[config.mk]
export PLATFORM = sky130hd
export DESIGN_NAME = mlrs_ser
export DESIGN_NICKNAME = d
export VERILOG_FILES = /design/src/hdl/mlrs_pkg.sv /design/src/hdl/mlrs_ser.sv
export SDC_FILE = /design/constraint.sdc
export NUM_CORES = 1
export LEC_CHECK = 0
export ABC_AREA = 1
export BUFFER_PORTS_ARGS = -buffer_cell sky130_fd_sc_hd__buf_2
export CAP_MARGIN = 20
export CELL_PAD_IN_SITES_DETAIL_PLACEMENT = 1
export CELL_PAD_IN_SITES_GLOBAL_PLACEMENT = 2
export CORE_ASPECT_RATIO = 0.5
export CORE_MARGIN = 1.5
export CORE_UTILIZATION = 25
export DETAILED_ROUTE_END_ITERATION = 10
export GPL_TIMING_DRIVEN = 1
export PLACE_DENSITY_LB_ADDON = 0.3
export SYNTH_ARGS = -nofsm -noshare
export SYNTH_HDL_FRONTEND = slang
export SYNTH_SLANG_ARGS = --single-unit
[constraint.sdc]
create_clock -name clk -period 5.35 [get_ports clk]
set_input_delay 0.2675 -clock clk [delete_from_list [all_inputs] [get_ports clk]]
set_output_delay 0.2675 -clock clk [all_outputs]
set_load 0.01 [all_outputs]
[src/hdl/mlrs_pkg.sv]
package mlrs_pkg;

  localparam int LINES          = 144;
  localparam int BYTES_PER_LINE = 9;
  localparam int MODE_BITS      = 6;
  localparam int ADDR_BITS      = 10;
  localparam int DUMMY_BITS     = 6;
  localparam int TRAILER_CLOCKS = 16;

  localparam int PIX_BITS = 8 * BYTES_PER_LINE;
  localparam int LINE_W   = 8;
  localparam int BIDX_W   = 4;
  localparam int CNT_W    = 7;

  typedef enum logic [1:0] {
    OP_TICK  = 2'd0,
    OP_WRITE = 2'd1,
    OP_FILL  = 2'd2,
    OP_START = 2'd3
  } op_t;

  typedef struct packed {
    logic [1:0]        opcode;
    logic [LINE_W-1:0] line;
    logic [BIDX_W-1:0] byte_index;
    logic [7:0]        value;
    logic [5:0]        mode;
    logic [LINE_W-1:0] start_line;
    logic [LINE_W-1:0] end_line;
  } in_item_t;

  typedef struct packed {
    logic chip_select;
    logic clock_pulse;
    logic data_bit;
    logic busy_res;
    logic frame_done;
  } out_item_t;

  // one port of the frame store: a write or a read per cycle
  typedef struct packed {
    logic                we;
    logic                re;
    logic [LINE_W-1:0]   addr;
    logic [PIX_BITS-1:0] wdata;
  } mem_req_t;

  typedef struct packed {
    logic              wr_go;
    logic              fill_go;
    logic [LINE_W-1:0] line;
    logic [BIDX_W-1:0] bidx;
    logic [7:0]        value;
  } upd_cmd_t;

  typedef struct packed {
    logic              tick_go;
    logic              start_go;
    logic [5:0]        mode;
    logic [LINE_W-1:0] start_line;
    logic [LINE_W-1:0] end_line;
  } ser_cmd_t;

endpackage

[src/hdl/mlrs_ser.sv]
module mlrs_ser (
  input  logic                          clk,
  input  logic                          rst_n,
  input  mlrs_pkg::ser_cmd_t            cmd,
  input  logic [mlrs_pkg::PIX_BITS-1:0] rdata,
  output mlrs_pkg::mem_req_t            req,
  output mlrs_pkg::out_item_t           res,
  output logic                          running
);
  import mlrs_pkg::*;

  typedef enum logic [5:0] {
    PH_IDLE  = 6'b000001,
    PH_MODE  = 6'b000010,
    PH_ADDR  = 6'b000100,
    PH_PIX   = 6'b001000,
    PH_DUMMY = 6'b010000,
    PH_TRAIL = 6'b100000
  } phase_t;

  phase_t            phase_r, phase_nxt;
  logic [CNT_W-1:0]  bit_count_r, bit_count_nxt, bc_inc;
  logic [LINE_W-1:0] cur_line_r, cur_line_nxt;
  logic [LINE_W-1:0] last_line_r, last_line_nxt;
  logic [MODE_BITS-1:0] mode_word_r, mode_word_nxt;
  logic [MODE_BITS-1:0] mode_sh;
  logic [ADDR_BITS-1:0] addr_sh;
  logic [PIX_BITS-1:0]  pix_sh;
  logic next_line, go_trail;

  assign bc_inc  = bit_count_r + 1'b1;
  assign mode_sh = mode_word_r >> (CNT_W'(MODE_BITS - 1) - bit_count_r);
  assign addr_sh = ADDR_BITS'(cur_line_r) >> (CNT_W'(ADDR_BITS - 1) - bit_count_r);
  assign pix_sh  = rdata >> (CNT_W'(PIX_BITS - 1) - bit_count_r);

  always_comb begin
    phase_nxt     = phase_r;
    bit_count_nxt = bit_count_r;
    cur_line_nxt  = cur_line_r;
    last_line_nxt = last_line_r;
    mode_word_nxt = mode_word_r;
    req           = '0;
    res           = '0;
    next_line     = 1'b0;
    go_trail      = 1'b0;

    if (cmd.start_go) begin
      mode_word_nxt = cmd.mode;
      cur_line_nxt  = cmd.start_line;
      last_line_nxt = (cmd.end_line < LINE_W'(LINES)) ? cmd.end_line : LINE_W'(LINES - 1);
      phase_nxt     = PH_MODE;
      bit_count_nxt = '0;
    end else if (cmd.tick_go && phase_r != PH_IDLE) begin
      res.chip_select = 1'b1;
      res.clock_pulse = 1'b1;
      res.busy_res    = 1'b1;
      bit_count_nxt   = bc_inc;
      unique case (phase_r)
        PH_MODE: begin
          res.data_bit = mode_sh[0];
          if (bc_inc == CNT_W'(MODE_BITS)) begin
            bit_count_nxt = '0;
            if (cur_line_r > last_line_r) begin
              go_trail = 1'b1;
            end else begin
              // line word lands in the store's read register long before pixels
              req.re    = 1'b1;
              req.addr  = cur_line_r;
              phase_nxt = PH_ADDR;
            end
          end
        end
        PH_ADDR: begin
          res.data_bit = addr_sh[0];
          if (bc_inc == CNT_W'(ADDR_BITS)) begin
            bit_count_nxt = '0;
            phase_nxt     = PH_PIX;
          end
        end
        PH_PIX: begin
          res.data_bit = pix_sh[0];
          if (bc_inc == CNT_W'(PIX_BITS)) begin
            bit_count_nxt = '0;
            if (DUMMY_BITS == 0) begin
              next_line = 1'b1;
            end else begin
              phase_nxt = PH_DUMMY;
            end
          end
        end
        PH_DUMMY: begin
          if (bc_inc == CNT_W'(DUMMY_BITS)) begin
            next_line = 1'b1;
          end
        end
        PH_TRAIL: begin
          if (bc_inc == CNT_W'(TRAILER_CLOCKS)) begin
            bit_count_nxt  = '0;
            phase_nxt      = PH_IDLE;
            res.frame_done = 1'b1;
          end
        end
        default: phase_nxt = PH_IDLE;
      endcase

      if (next_line) begin
        bit_count_nxt = '0;
        if (cur_line_r >= last_line_r) begin
          go_trail = 1'b1;
        end else begin
          cur_line_nxt = cur_line_r + 1'b1;
          req.re       = 1'b1;
          req.addr     = cur_line_r + 1'b1;
          phase_nxt    = PH_ADDR;
        end
      end

      if (go_trail) begin
        bit_count_nxt = '0;
        if (TRAILER_CLOCKS == 0) begin
          phase_nxt      = PH_IDLE;
          res.frame_done = 1'b1;
        end else begin
          phase_nxt = PH_TRAIL;
        end
      end
    end
  end

  always_ff @(posedge clk) begin
    if (!rst_n) begin
      phase_r     <= PH_IDLE;
      bit_count_r <= '0;
      cur_line_r  <= '0;
      last_line_r <= '0;
      mode_word_r <= '0;
    end else begin
      phase_r     <= phase_nxt;
      bit_count_r <= bit_count_nxt;
      cur_line_r  <= cur_line_nxt;
      last_line_r <= last_line_nxt;
      mode_word_r <= mode_word_nxt;
    end
  end

  assign running = (phase_r != PH_IDLE);

endmodule
==> flow_summary.toml <==
[status]
status = "completed"

[worst_setup_path]
worstRegToRegCells = 12
crit_path_end = "req[79]"
worstPathCellList = "buf_4 > inv_1 > ha_1 > nand2_1 > nor2_2 > nand4_4 > nor2_8 > nand2_4 > nor2_4 > inv_2 > a21oi_2 > buf_2"
r2r_end = "cur_line_r[6]"
startpoint = "bit_count_r[1]"
crit_buf_inv = 4
criticalPathCategory = "flop to output pin"
cpPeakStageDelay_ns = 0.66
cp.required_ns = 5.08
cp.depth = 12
arrival_ns = 3.33
worst_setup_path_start_kind = "flop"
crit_path_end_kind = "output pin"
worstPathMaxFanout = 24
regToRegSetupSlack_ns = 2.34
slowest_stage = "inv_1"
cp_top_family = "buffers and inverters"
r2r-start = "bit_count_r[1]"

[placed_design]
dp_hpwl_um = 10900
place.gp.congestion = 0.797
placement.io_buffers = 112
place_inst = 1023

[floorplanning]
dieHeight_um = 93.9
die_w_um = 185
design.core.area_mm2 = 0.0158
die_area_mm2 = 0.0174
floorplan.rows = 32
initial_utilization_pct = 26.2
pin_count = 186

[yosys]
yosysUniqueCellTypes = 36
ys_seq_area_share_pct = 16.9
synth_top_cell_area_share_pct = 18.7
synth_area_leaders = "nand2_1, dfxtp_1, buf_4, inv_1, nand3_1"
yosysWarnings = 0
syn-instance-count = 719
syn_area_mm2 = 0.00414
yosysTopAreaCell = "nand2_1"
ys_ff_latch = 35
postSynthAreaPerCell_um2 = 5.75

[pwr]
p_total_uw = 779
leakagePower_uw = 0.00253
p_per_area_mw_per_mm2 = 164
vdd_drop_max_v = 0.000103

[sta]
tightest_slew_ns = 0.973
rsz0062_at_grt = "no"
fmax_mhz = 278
hold_violations = 0
min_period_over_period_pct = 67.3
maxSlewViolCount = 0
slew_headroom_pct = 35.1
post-route-min-period_ns = 3.60
tns_ns = 0
fin_skew_ns = 0.00357
setup_viol = 0

[grt]
grt_pass1_wl_um = 22000
grt_pass1_vias = 4408
grt_max_degree = 56
grt_antenna_before_repair = 1
grt_usage_pct = 16.0
overflow = 0

[clocking]
clk_pin_slew_worst_paths_ns = 0.06
post_cts.repair.setup_buffers = 0
cts.path.max_buffers = 2
cts_made_buffers = 5
h-tree-depth = 2
cts_tree = "yes"
post_cts_resized = 0
cts-root-buf = "clkbuf_16"
clk_latency_ns = 0.29
clkSinkCount = 35
postCtsHoldBufs = 0

[layout]
diodes = 0
fin_nets = 925
finalNonFillerCells = 1032
synthToLayoutAreaGrowth_pct = 14.7
layout-drive-gt1-share_pct = 17.9
nFillCells = 2175
final_util_pct = 30.1

[drt]
remaining_drc_errors = 0
vias = 4560
via_per_inst = 4.42
wl_per_cell_um = 13.3
drt-total-wl_um = 13800
first_iter_violations = 154
antenna_left = 0
drt_first_pass_iters = 4

[run]
cap_viol_max_count = 0

[worst_hold_path]
min_path_type = "input port to flop"
layout make-up:
type                    instances  area (um^2)  area share (%)
clock buffers                   5          125            2.64
repair buffers                114          596            12.6
clock inverters                 3         15.0           0.317
inverters                      94          353            7.44
flip-flops and latches         35          702            14.8
multi-input cells             560         2680            56.4
well taps                     221          277            5.83
tightest hold or removal path: cells and delay by family:
kind / cells / cell delay, ns
and+or+nand+nor: 2 / 0.12
buffers and inverters: 1 / 0.08
per-stage QoR:
step / instance area [um^2] / worst slack, ns / hold slack [ns]
2_1_floorplan: 4410 / 3.04 / 0.397
3_3_place_gp: 4570 / 2.08 / 0.437
3_5_place_dp: 4570 / 2.05 / 0.441
4_1_cts: 4710 / 1.72 / 0.209
5_1_grt: 4740 / 1.41 / 0.227
6_report: 4740 / 1.75 / 0.205
synth_stat cells (all sizes together):
master,instances
dfxtp,35
a21oi,50
ha,17
nor3,4
conb,1
a31oi,1
clkinv,1
a21o,1
nand4,9
nand3,66
o31ai,3
clkbuf,18
or2,1
inv,93
nor2,70
buf,84
o21ai,33
nand2,210
o211ai,3
o21a,1
xnor2,3
xor2,6
o22ai,5
a221oi,4
placed cells by master, fill, tap and decap left out, drive strengths merged:
cell and count:
nand3 66, nand4 9, o21a 1, a21o 1
o211ai 3, ha 17, o22ai 5, xor2 6
nor2 70, nand2 210, xnor2 3, dfxtp 35
clkbuf 5, a221oi 4, a31oi 1, inv 93
a21oi 50, or2 1, conb 73, o31ai 3
buf 114, clkinv 4, o21ai 33, nor3 4
routing by layer:
metal	vias up	global-route usage, %	share of wire, %
li1	2300	-	-
met4	2	3.18	0.66
met5	-	0	0.051
met1	2105	21.6	51
met3	10	2.29	5.7
met2	143	27.0	43
flip-flops by register name, indices dropped and copies added (netlist names):
register,count
mode_word_r,6
cur_line_r,8
bit_count_r,7
last_line_r,8
phase_r,6
report_power, final:
part | switching (uW) | leakage [uW] | internal [uW]
clock | 119 | 0.0000733 | 170
sequential | 16.6 | 0.000287 | 273
combinational | 128 | 0.00217 | 71.8
cells by family (layout without fill, tap and decap cells):
logic type | Yosys count | in the layout | share of synthesized area [%]
AND/OR/NAND/NOR | 360 | 360 | 37.3
buffers and inverters | 196 | 216 | 24.9
AO/OA/AOI/OAI | 101 | 101 | 13.7
flip-flops | 35 | 35 | 16.9
adder cells (fa/ha/maj) | 17 | 17 | 5.14
XOR/XNOR | 9 | 9 | 1.91
other | 1 | 73 | 0.0907
how the worst min path moves through the flow:
stage                   startpoint        endpoint  slack [ns]  depth (start not counted)
floorplan                  cmd[20]  mode_word_r[4]        0.40                          2
global placement    mode_word_r[3]  mode_word_r[3]        0.44                          2
detailed placement  mode_word_r[5]  mode_word_r[5]        0.44                          2
CTS                        cmd[21]  mode_word_r[5]        0.21                          3
global route               cmd[17]  mode_word_r[1]        0.23                          3
finish                     cmd[20]  mode_word_r[4]        0.21                          3
No activity file was read; power rests on OpenSTA's default activity.
