==> config.mk <==
export PLATFORM = sky130hd
export DESIGN_NAME = mlrs_upd
export DESIGN_NICKNAME = d
export VERILOG_FILES = /design/src/hdl/mlrs_pkg.sv /design/src/hdl/mlrs_upd.sv
export SDC_FILE = /design/constraint.sdc
export NUM_CORES = 1
export LEC_CHECK = 0
export BUFFER_PORTS_ARGS = -buffer_cell sky130_fd_sc_hd__buf_2
export CAP_MARGIN = 25
export CORE_UTILIZATION = 40
export CTS_BUF_LIST = sky130_fd_sc_hd__clkbuf_16
export DETAILED_ROUTE_END_ITERATION = 16
export GPL_ROUTABILITY_DRIVEN = 0
export GPL_TIMING_DRIVEN = 1
export HOLD_SLACK_MARGIN = 0.15
export PLACE_DENSITY = 0.82
export SLEW_MARGIN = 20
export SYNTH_ARGS = -nofsm -noshare
export SYNTH_HDL_FRONTEND = slang
export SYNTH_SLANG_ARGS = --single-unit
==> constraint.sdc <==
create_clock -name clk -period 2.3 [get_ports clk]
set_input_delay 0.23 -clock clk [delete_from_list [all_inputs] [get_ports clk]]
set_output_delay 0.23 -clock clk [all_outputs]
set_load 0.01 [all_outputs]
==> src/hdl/mlrs_pkg.sv <==
package mlrs_pkg;

  localparam int LINES          = 144;
  localparam int BYTES_PER_LINE = 9;
  localparam int MODE_BITS      = 6;
  localparam int ADDR_BITS      = 10;
  localparam int DUMMY_BITS     = 6;
  localparam int TRAILER_CLOCKS = 16;

  localparam int PIX_BITS = 8 * BYTES_PER_LINE;
  localparam int LINE_W   = 8;
  localparam int BIDX_W   = 4;
  localparam int CNT_W    = 7;

  typedef enum logic [1:0] {
    OP_TICK  = 2'd0,
    OP_WRITE = 2'd1,
    OP_FILL  = 2'd2,
    OP_START = 2'd3
  } op_t;

  typedef struct packed {
    logic [1:0]        opcode;
    logic [LINE_W-1:0] line;
    logic [BIDX_W-1:0] byte_index;
    logic [7:0]        value;
    logic [5:0]        mode;
    logic [LINE_W-1:0] start_line;
    logic [LINE_W-1:0] end_line;
  } in_item_t;

  typedef struct packed {
    logic chip_select;
    logic clock_pulse;
    logic data_bit;
    logic busy_res;
    logic frame_done;
  } out_item_t;

  // one port of the frame store: a write or a read per cycle
  typedef struct packed {
    logic                we;
    logic                re;
    logic [LINE_W-1:0]   addr;
    logic [PIX_BITS-1:0] wdata;
  } mem_req_t;

  typedef struct packed {
    logic              wr_go;
    logic              fill_go;
    logic [LINE_W-1:0] line;
    logic [BIDX_W-1:0] bidx;
    logic [7:0]        value;
  } upd_cmd_t;

  typedef struct packed {
    logic              tick_go;
    logic              start_go;
    logic [5:0]        mode;
    logic [LINE_W-1:0] start_line;
    logic [LINE_W-1:0] end_line;
  } ser_cmd_t;

endpackage

==> src/hdl/mlrs_upd.sv <==
module mlrs_upd (
  input  logic                          clk,
  input  logic                          rst_n,
  input  mlrs_pkg::upd_cmd_t            cmd,
  input  logic [mlrs_pkg::PIX_BITS-1:0] rdata,
  output mlrs_pkg::mem_req_t            req,
  output logic                          busy
);
  import mlrs_pkg::*;

  typedef enum logic [2:0] {
    U_IDLE = 3'b001,
    U_WB   = 3'b010,
    U_FILL = 3'b100
  } ustate_t;

  ustate_t           state_r, state_nxt;
  logic [LINE_W-1:0] addr_r, addr_nxt;
  logic [BIDX_W-1:0] bidx_r, bidx_nxt;
  logic [7:0]        value_r, value_nxt;
  logic [PIX_BITS-1:0] merged;

  always_comb begin
    merged = rdata;
    for (int k = 0; k < BYTES_PER_LINE; k++) begin
      if (bidx_r == BIDX_W'(k)) begin
        merged[PIX_BITS-1-8*k -: 8] = value_r;
      end
    end
  end

  always_comb begin
    state_nxt = state_r;
    addr_nxt  = addr_r;
    bidx_nxt  = bidx_r;
    value_nxt = value_r;
    req       = '0;
    unique case (state_r)
      U_IDLE: begin
        if (cmd.wr_go) begin
          // fetch the line now, merge the byte and write back next cycle
          req.re    = 1'b1;
          req.addr  = cmd.line;
          addr_nxt  = cmd.line;
          bidx_nxt  = cmd.bidx;
          value_nxt = cmd.value;
          state_nxt = U_WB;
        end else if (cmd.fill_go) begin
          addr_nxt  = '0;
          value_nxt = cmd.value;
          state_nxt = U_FILL;
        end
      end
      U_WB: begin
        req.we    = 1'b1;
        req.addr  = addr_r;
        req.wdata = merged;
        state_nxt = U_IDLE;
      end
      U_FILL: begin
        req.we    = 1'b1;
        req.addr  = addr_r;
        req.wdata = {BYTES_PER_LINE{value_r}};
        addr_nxt  = addr_r + 1'b1;
        if (addr_r == LINE_W'(LINES - 1)) begin
          state_nxt = U_IDLE;
        end
      end
      default: state_nxt = U_IDLE;
    endcase
  end

  always_ff @(posedge clk) begin
    if (!rst_n) begin
      state_r <= U_IDLE;
    end else begin
      state_r <= state_nxt;
    end
    addr_r  <= addr_nxt;
    bidx_r  <= bidx_nxt;
    value_r <= value_nxt;
  end

  assign busy = (state_r != U_IDLE);

endmodule

==> impl_metrics.yaml, run 1 <==
power_and_ir_drop:
  power_per_cell_area_mw_per_mm2: 412.9
  vdd_ir_drop_max_v: 0.0004685
  power_leakage_nw: 1.793
route:
  wirelength_um: 8305
  drt-pass1-iter-count: 4
  number_of_routed_nets_with_antenna_violations: 0
  wl_cell_um: 17.75
  viasPerCell: 5.778
  drc: 0
  num_vias: 2704
  drtIter0Drc: 113
logic_synthesis:
  postSynthRegisterBits: 23
  synthTopCellsByArea: "sky130_fd_sc_hd__a22o_1, sky130_fd_sc_hd__edfxtp_1, sky130_fd_sc_hd__o41ai_4, sky130_fd_sc_hd__a32o_1, sky130_fd_sc_hd__o31ai_4"
  yosys.cell_count.top_type: "sky130_fd_sc_hd__a22o_1"
  number_of_flops_mapped_to_enable_cells_by_yosys: 20
  synth-async-reset-ratio_pct: 0
  synth.avg_cell_area_um2: 10.96
  yosys_most_used_dff: "sky130_fd_sc_hd__edfxtp_1"
  synth_top_area_share_pct: 28.77
  ys_warn_count: 0
  synth.yosys.seq_area_share_pct: 30.14
  postSynthNetCount: 297
  synthesis.instances: 200
  ys_top_cells_by_count: "sky130_fd_sc_hd__a22o_1, sky130_fd_sc_hd__edfxtp_1, sky130_fd_sc_hd__nand3_1"
  synth.distinct_cells: 43
  syn_area_mm2: 0.002192
  yosysTopAreaCell: "sky130_fd_sc_hd__a22o_1"
worst_setup_path:
  cp.required_ps: 2070
  cp_max_fo: 8
  critical_path.endpoint_type: "primary output"
  crit_path_top_delay_cell: "sky130_fd_sc_hd__or4b_4"
  timing.reg2reg.worst_path_depth: 5
  critPathKind: "reg2out"
  crit_arrival_ps: 2060
  startpoint_type: "flop"
  max_incr_delay_on_cp_ps: 540
  chain_of_cells_forming_the_critical_path: "buf_6 -> or4b_4 -> o21ai_4 -> a22o_1 -> buf_2"
global_routing:
  initial_antenna_violation_count: 0
  first_global_vias: 2470
  grt_first_pass_wirelength_um: 12520
  overflow: 0
  grt_start_max_net_pins: 21
  gr-usage-all-layers_pct: 26.94
floorplan:
  dieHeight_um: 76.03
  die_span_x_um: 76.03
  initial_core_utilization_pct: 42.12
  die_area_mm2: 0.005781
  floorplan.io_pins: 179
  rows: 26
  floorplan.core_area_mm2: 0.005205
cts:
  clk_pin_slew_ps: 60
  tritoncts_sinks: 23
  cts_tree: "built"
  ctsLongestPathBuffers: 2
  clock_tree.root_cell: "sky130_fd_sc_hd__clkbuf_16"
  cts_inserted_buffers: 3
  clock_insertion_delay_worst_skew_ps: 260
  cts-htree-levels: 1
outcome:
  status: "finished, final reports clean"
hold_path:
  worst_hold_path_type: "in2reg"
  worstHoldPathCells: 1
sta:
  tightestPinTransition_ps: 694.7
  tcrit_tclk_final_pct: 99.40
  setup_viol_count_final: 0
  slew_viol_final: 0
  relative_slew_slack_pct: 53.52
  finalHoldViolCount: 0
  setup_repair_after_global_routing_missed_its_margin: "yes"
  max_clock_freq_mhz: 437.4
  final_setup_slack_of_the_worst_path_ps: 13.75
  finalWorstPathRequiredPeriod_ps: 2286
  fin_worst_skew_ps: 5.778
placement:
  dp_hpwl_um: 6319
  dp_worst_setup_slack_ps: 62.48
  port_buffers: 178
  post_dp_cell_area_mm2: 0.003167
layout:
  diodes: 0
  fill_count: 422
  layout-drive-gt1-share_pct: 58.04
  design.final.nets: 496
  area.growth.synth_to_final_pct: 57.76
  final_cell_area_mm2: 0.003458
run:
  cap_violations: 0
## cell usage in the layout, fill, tap and decap left out, types with 3 or more instances in the layout
cell type / Yosys / final
sky130_fd_sc_hd__buf_2: 3 / 178
sky130_fd_sc_hd__a22o_1: 72 / 72
sky130_fd_sc_hd__buf_4: 1 / 23
sky130_fd_sc_hd__edfxtp_1: 20 / 20
sky130_fd_sc_hd__nand3_1: 12 / 12
sky130_fd_sc_hd__dlygate4sd3_1: 0 / 11
sky130_fd_sc_hd__a32o_1: 8 / 8
sky130_fd_sc_hd__o21ai_0: 6 / 6
sky130_fd_sc_hd__nand2_1: 5 / 5
sky130_fd_sc_hd__a21oi_4: 3 / 4
sky130_fd_sc_hd__o41ai_4: 4 / 4
sky130_fd_sc_hd__nor2_1: 3 / 3
sky130_fd_sc_hd__or4_1: 3 / 3
sky130_fd_sc_hd__o31ai_4: 3 / 3
sky130_fd_sc_hd__o21a_1: 3 / 3
sky130_fd_sc_hd__clkbuf_16: 0 / 3
sky130_fd_sc_hd__dfxtp_1: 3 / 3
## critical path: cells and delay by family, from the launching register on
kind	cells	cell delay [ps]
flip-flops	1	450
AO/OA/AOI/OAI	2	500
AND/OR/NAND/NOR	1	540
buffers and inverters	2	310
## what timing repair did
action,in CTS,in global routing
buffers inserted,2,9
hold buffers,10,1
hold endpoints to repair,10,1
resized for setup,1,4
pin swaps,2,5
setup endpoints to repair,72,41
## flip-flops by register name, summed over array words and instances, names as in the netlist
name / cells
bidx_r: 4
state_r: 3
value_r: 8
addr_r: 8
## final timing paths
check                                 from          to  slack [ps]
worst max-delay path             bidx_r[0]      req[5]          10
worst min-delay path                cmd[4]  value_r[4]         150
worst max register to register  state_r[1]   addr_r[6]         470
worst min register to register   addr_r[1]   addr_r[1]         720
## report_power, final
group | internal (mW) | switching (mW) | total (mW) | leakage, nW
registers | 0.513 | 0.0912 | 0.604 | 0.221
clock network | 0.234 | 0.143 | 0.377 | 0.0409
logic | 0.222 | 0.225 | 0.447 | 1.53
total | 0.968 | 0.460 | 1.43 | 1.79
## final cells by class
| type | count | area [um^2] | share of cell area (%) |
|---|---|---|---|
| inverters | 1 | 3.754 | 0.1085 |
| repair buffers | 213 | 1185 | 34.26 |
| well taps | 70 | 87.58 | 2.533 |
| clock buffers | 3 | 75.07 | 2.171 |
| multi-input cells | 157 | 1441 | 41.68 |
| flip-flops and latches | 23 | 660.6 | 19.10 |
| clock inverters | 1 | 5.005 | 0.1447 |
## layer usage
layer	vias to the layer above	global-route usage [%]	part of all wire, %
met5	-	0	0
met4	0	12.31	3.8
met3	30	4.910	8.3
met2	174	46.82	49
met1	1252	32.26	39
li1	1248	-	-
## kinds of logic after synthesis
group                      count (synthesis)  share of synthesized area, %
AOI/OAI and AO/OA                        110                         50.80
and+or+nand+nor                           42                         12.10
DFF                                       23                         30.14
adders and majority gates                  1                        0.5707
buffers and inverters                     20                         4.794
xor gates and xnor gates                   4                         1.598
## per-stage QoR
step           hold WS, ps  setup TNS [ps]  instances  utilization, %  total power [mW]
6_report             154.9               0        468           66.44             1.428
5_1_grt              156.4          -68.29        468           66.44             1.492
3_5_place_dp         408.1               0        442           60.84             1.017
3_3_place_gp         407.4               0        442           60.84             1.006
4_1_cts              151.6               0        458           64.64             1.411
2_1_floorplan        306.2               0        200               -            0.8070
No activity file was read; power rests on OpenSTA's default activity.
==> run 2, diff against run 1 <==
REMOVE_ABC_BUFFERS = 1   (was unset)
==> run 2 against run 1 <==
Effect of this change: critical path depth unchanged; global-route usage increased by 0.90 points; final area decreased by 1.8%; largest cell class unchanged; worst hold slack got worse by 4.0 ps; register-to-register slack gained 70 ps; fmax increased by 4.1%; setup slack improved by 89 ps; cell count is 1.3% lower; die area unchanged; wire length decreased by 0.36%; non-clock buffer count shrank 7.
==> impl_metrics.yaml, run 2 (synthesis results as in run 1) <==
sta:
  tcrit_tclk_final_pct: 95.51
  max_clock_freq_mhz: 455.2
  finalHoldViolCount: 0
  final_layout_worst_hold_slack_ps: 151.0
  fin_tns_setup_ps: 0
  setup_repair_after_global_routing_missed_its_margin: "no"
  relative_slew_slack_pct: 53.78
  fin_worst_skew_ps: 1.547
  finalWorstPathRequiredPeriod_ps: 2197
  tightestPinTransition_ps: 690.8
  setup_viol_count_final: 0
  slew_viol_final: 0
  final_setup_slack_of_the_worst_path_ps: 103.2
worst_setup_path:
  startpoint_type: "flop"
  critical_path.endpoint_type: "primary output"
  timing.reg2reg.worst_path_depth: 4
  critPathKind: "reg2out"
  crit_arrival_ps: 1970
  cp.required_ps: 2070
  ff2ff_setup_slack_ps: 540
  reg2reg_from: "state_r[2]"
  cp_max_fo: 7
  endpoint_of_the_lowest_slack_register_to_register_path: "addr_r[5]"
placement:
  dp_hpwl_um: 6112
  dpl.cell_count: 441
  dp_worst_setup_slack_ps: 6.771
  post_dp_cell_area_mm2: 0.003159
  port_buffers: 178
route:
  viasPerCell: 5.764
  drt-pass1-iter-count: 4
  maxUsedRoutingLayer: "met4"
  drt-met1-wl_um: 3250
  route.met2.wl_um: 4323
  wl_cell_um: 17.91
  wl_met3_um: 473
  drc: 0
  drtIter0Drc: 131
  wirelength_um: 8275
  number_of_routed_nets_with_antenna_violations: 0
  num_vias: 2663
global_routing:
  grt_first_pass_wirelength_um: 12820
  initial_antenna_violation_count: 0
  grt_start_max_net_pins: 21
  gr-usage-all-layers_pct: 27.83
  overflow: 0
  first_global_vias: 2442
power_and_ir_drop:
  p_sw_share_pct: 32.26
  netsw_mw: 0.4552
  power.share.clock_pct: 26.4
  power_per_cell_area_mw_per_mm2: 415.7
  cell_internal_pwr_mw: 0.9557
  power.share.combinational_pct: 30.2
  power_leakage_nw: 1.765
  totalPowerFinal_mw: 1.411
  power.share.sequential_pct: 43.4
  vdd_ir_drop_max_v: 0.0004402
layout:
  diodes: 0
  design.final.nets: 490
  final_common_cell: "sky130_fd_sc_hd__buf_2"
  area.growth.synth_to_final_pct: 54.85
  final_cell_area_mm2: 0.003395
  post_layout_util_pct: 65.22
  biggestRegsByFlops: "addr_r: 8 flops, value_r: 8 flops, bidx_r: 4 flops"
  cell_count_final_fillers_out: 462
  most_frequent_cells_in_the_layout: "sky130_fd_sc_hd__buf_2, sky130_fd_sc_hd__a22o_1, sky130_fd_sc_hd__edfxtp_1, sky130_fd_sc_hd__buf_4, sky130_fd_sc_hd__nand3_1"
  layout-drive-gt1-share_pct: 58.16
outcome:
  status: "finished, final reports clean"
floorplan:
  dieHeight_um: 76.03
  rows: 26
  initial_core_utilization_pct: 42.12
  die_span_x_um: 76.03
  floorplan.core_area_mm2: 0.005205
  die_area_mm2: 0.005781
  floorplan.io_pins: 179
hold_path:
  min_to: "value_r[2]"
  worst_hold_startpoint: "cmd[2]"
  worstHoldPathCells: 1
  worst_hold_path_type: "in2reg"
cts:
  clk_pin_slew_ps: 60
  clock_tree.root_cell: "sky130_fd_sc_hd__clkbuf_16"
  ctsLongestPathBuffers: 2
  cts_inserted_buffers: 3
  cts-htree-levels: 1
  clock_insertion_delay_worst_skew_ps: 250
  tritoncts_sinks: 23
  cts_tree: "built"
run:
  cap_violations: 0
[run 2: cell count changes in the layout (fill, tap and decap cells not counted), sizes merged]
| cell | previous run | this run |
|---|---|---|
| or3b | 2 | 3 |
| dlygate4sd3 | 11 | 8 |
| buf | 202 | 198 |
[run 2: what timing repair did]
action / in CTS / in global routing
buffers inserted: 5 / 3
hold buffers: 7 / 1
hold endpoints to repair: 7 / 1
pin swaps: 4 / 0
resized for setup: 1 / 2
setup endpoints to repair: 72 / 51
gates cloned: 0 / 1
[run 2: worst max-delay path, cell delays in order, from the launching register on]
cell                      delay [ps]
sky130_fd_sc_hd__dfxtp_1         360
sky130_fd_sc_hd__or3b_4          500
sky130_fd_sc_hd__o41ai_4         370
sky130_fd_sc_hd__buf_4           210
sky130_fd_sc_hd__a22o_1          140
sky130_fd_sc_hd__buf_2           130
[run 2: how the worst max path moves through the flow]
stage / endpoint / slack, ps / startpoint / cells after the start
4_1_cts: req[63] / 40 / bidx_r[3] / 4
5_1_grt: req[34] / 40 / state_r[2] / 5
2_1_floorplan: req[32] / -30 / state_r[1] / 3
3_3_place_gp: req[48] / 50 / state_r[1] / 4
6_report: req[50] / 100 / state_r[2] / 5
3_5_place_dp: req[63] / 7 / state_r[1] / 4
[run 2: layout make-up]
class	count	area [um^2]
fill	476	1810
timing repair buffer	206	1121
tap	70	87.58
clock buffer	3	75.07
clock inverter	1	5.005
inverter	1	3.754
multi-input combinational	158	1440
sequential	23	661.9
[run 2: metal layers]
layer  up-vias  track usage, %
li1       1243               -
met1      1260           32.41
met2       139           51.00
met3        21           4.072
met4         0           11.15
met5         -               0
[run 2: power by group through the flow]
stage          registers, mW  logic, mW  clock network [mW]
3_5_place_dp           0.619      0.399                   0
4_1_cts                0.611      0.414               0.378
6_report               0.612      0.426               0.373
2_1_floorplan          0.582      0.206                   0
5_1_grt                0.619      0.462               0.399
3_3_place_gp           0.616      0.390                   0
==> run 3, diff against run 2 <==
CORE_UTILIZATION = 41   (was 40)
CTS_BUF_LIST = sky130_fd_sc_hd__clkbuf_8   (was sky130_fd_sc_hd__clkbuf_16)
PLACE_DENSITY = 0.84   (was 0.82)
==> run 3 against run 2 <==
Effect of this change: clock power fell by 33%; global-route usage fell by 1.7 points; via count fell by 0.45%; critical endpoint is now req[65]; count of clock-buffer cells in the layout did not move.
==> impl_metrics.yaml, run 3 (synthesis results as in run 1) <==
outcome:
  status: "finished, final reports clean"
sta:
  setup_repair_after_global_routing_missed_its_margin: "no"
  max_clock_freq_mhz: 450.9
  final_layout_worst_hold_slack_ps: 163.1
  slew_viol_final: 0
  fin_worst_skew_ps: 1.438
  setup_viol_count_final: 0
  tightestPinTransition_ps: 662.4
  relative_slew_slack_pct: 55.68
  finalWorstPathRequiredPeriod_ps: 2218
  tcrit_tclk_final_pct: 96.42
  finalHoldViolCount: 0
worst_setup_path:
  critical_path.endpoint: "req[65]"
  critPathKind: "reg2out"
  cp_max_fo: 8
  crit_arrival_ps: 1990
  cp.required_ps: 2070
  crit_path_top_delay_cell: "sky130_fd_sc_hd__or4_1"
  timing.reg2reg.worst_path_depth: 4
  critical_path.endpoint_type: "primary output"
  startpoint: "bidx_r[3]"
  reg2reg_from: "state_r[2]"
  chain_of_cells_forming_the_critical_path: "buf_4 -> or4_1 -> o21ai_4 -> a22o_1 -> buf_2"
  ff2ff_setup_slack_ps: 480
  endpoint_of_the_lowest_slack_register_to_register_path: "addr_r[5]"
  max_incr_delay_on_cp_ps: 530
  startpoint_type: "flop"
global_routing:
  gr-usage-all-layers_pct: 26.14
  first_global_vias: 2237
  grt_first_pass_wirelength_um: 10950
  grt_start_max_net_pins: 21
  initial_antenna_violation_count: 0
  overflow: 0
floorplan:
  floorplan.core_area_mm2: 0.005140
  rows: 26
  initial_core_utilization_pct: 42.65
  die_area_mm2: 0.005643
  die_span_x_um: 75.12
  floorplan.io_pins: 179
  dieHeight_um: 75.12
run:
  cap_violations: 0
layout:
  fill_count: 450
  area.growth.synth_to_final_pct: 55.48
  diodes: 0
  biggestRegsByFlops: "addr_r: 8 flops, value_r: 8 flops, bidx_r: 4 flops"
  final_cell_area_mm2: 0.003408
  layout-drive-gt1-share_pct: 57.68
  most_frequent_cells_in_the_layout: "sky130_fd_sc_hd__buf_2, sky130_fd_sc_hd__a22o_1, sky130_fd_sc_hd__buf_4"
  design.final.nets: 495
  final_common_cell: "sky130_fd_sc_hd__buf_2"
power_and_ir_drop:
  power.share.combinational_pct: 33.6
  p_sw_share_pct: 34.52
  power_per_cell_area_mw_per_mm2: 380.3
  netsw_mw: 0.4474
  power.share.sequential_pct: 47.0
  vdd_ir_drop_max_v: 0.0002708
  cell_internal_pwr_mw: 0.8489
  power_leakage_nw: 1.769
  power.share.clock_pct: 19.4
route:
  wirelength_um: 8178
  number_of_routed_nets_with_antenna_violations: 0
  drc: 0
  num_vias: 2651
  drt-pass1-iter-count: 4
  wl_cell_um: 17.51
  viasPerCell: 5.677
  drtIter0Drc: 115
cts:
  clock_tree.root_cell: "sky130_fd_sc_hd__clkbuf_8"
  tritoncts_sinks: 23
  cts-htree-levels: 1
  cts_tree: "built"
  cts_inserted_buffers: 3
  ctsLongestPathBuffers: 2
  clk_pin_slew_ps: 80
  clock_insertion_delay_worst_skew_ps: 260
hold_path:
  worst_hold_path_type: "in2reg"
placement:
  dp_hpwl_um: 6045
  port_buffers: 178
  post_dp_cell_area_mm2: 0.003137
run 3: changes by cell type in the layout (fill, tap and decap cells not counted):
cell,change
sky130_fd_sc_hd__dlygate4sd3_1,+4
sky130_fd_sc_hd__clkbuf_16,-3
sky130_fd_sc_hd__clkbuf_8,+3
sky130_fd_sc_hd__buf_4,+1
run 3: metrics by stage:
step | cells | power, mW | setup TNS [ps] | setup WS (ps) | util [%]
final | 467 | 1.296 | 0 | 82.33 | 66.31
after global routing | 467 | 1.358 | 0 | 8.681 | 66.31
after CTS | 460 | 1.285 | 0 | 2.994 | 65.19
after detailed placement | 438 | 1.014 | -163.4 | -38.46 | 61.03
after global placement | 438 | 1.001 | 0 | 53.40 | 61.03
after floorplan | 181 | 0.7876 | -894.6 | -27.96 | -
run 3: worst max-delay path: cells and delay by family (launching register included):
kind                   cells  cell delay [ps]
AND/OR/NAND/NOR            1              530
flip-flops                 1              450
buffers and inverters      2              310
AO/OA/AOI/OAI              2              430
run 3: per-layer routing:
layer  part of all wire (%)  track usage, %  vias up
li1                       -               -     1245
met2                     52           47.95      146
met1                     37           30.42     1243
met3                    8.3           4.016       17
met4                    2.4           10.27        0
met5                      0               0        -
run 3: repair_timing:
item	4_1_cts	5_1_grt
resized for setup	1	2
pin swaps	4	2
cloned	0	1
hold buffers	12	0
setup buffers	6	6
endpoints found under the setup margin	72	56
hold endpoints to repair	12	0
run 3: layout make-up:
class | instances | area [um^2] | area share (%)
clock buffer | 3 | 41.29 | 1.211
clock inverter | 1 | 5.005 | 0.1468
inverter | 1 | 3.754 | 0.1101
multi-input combinational | 158 | 1440 | 42.25
sequential | 23 | 661.9 | 19.42
tap | 70 | 87.58 | 2.570
timing repair buffer | 211 | 1169 | 34.29
run 3: power groups by stage:
| stage | combinational [mW] | sequential (mW) | clock [mW] |
|---|---|---|---|
| 2_1_floorplan | 0.206 | 0.582 | 0 |
| 3_3_place_gp | 0.380 | 0.621 | 0 |
| 3_5_place_dp | 0.391 | 0.623 | 0 |
| 4_1_cts | 0.424 | 0.607 | 0.254 |
| 5_1_grt | 0.474 | 0.614 | 0.270 |
| 6_report | 0.436 | 0.609 | 0.251 |
run 3: how the worst min path moves through the flow:
stage	startpoint	to	slack (ps)	cells after the start
6_report	rst_n	state_r[0]	160	2
5_1_grt	rst_n	state_r[0]	180	2
4_1_cts	rst_n	state_r[0]	160	2
3_5_place_dp	cmd[11]	bidx_r[3]	410	1
3_3_place_gp	cmd[7]	value_r[7]	410	1
2_1_floorplan	rst_n	state_r[0]	310	1
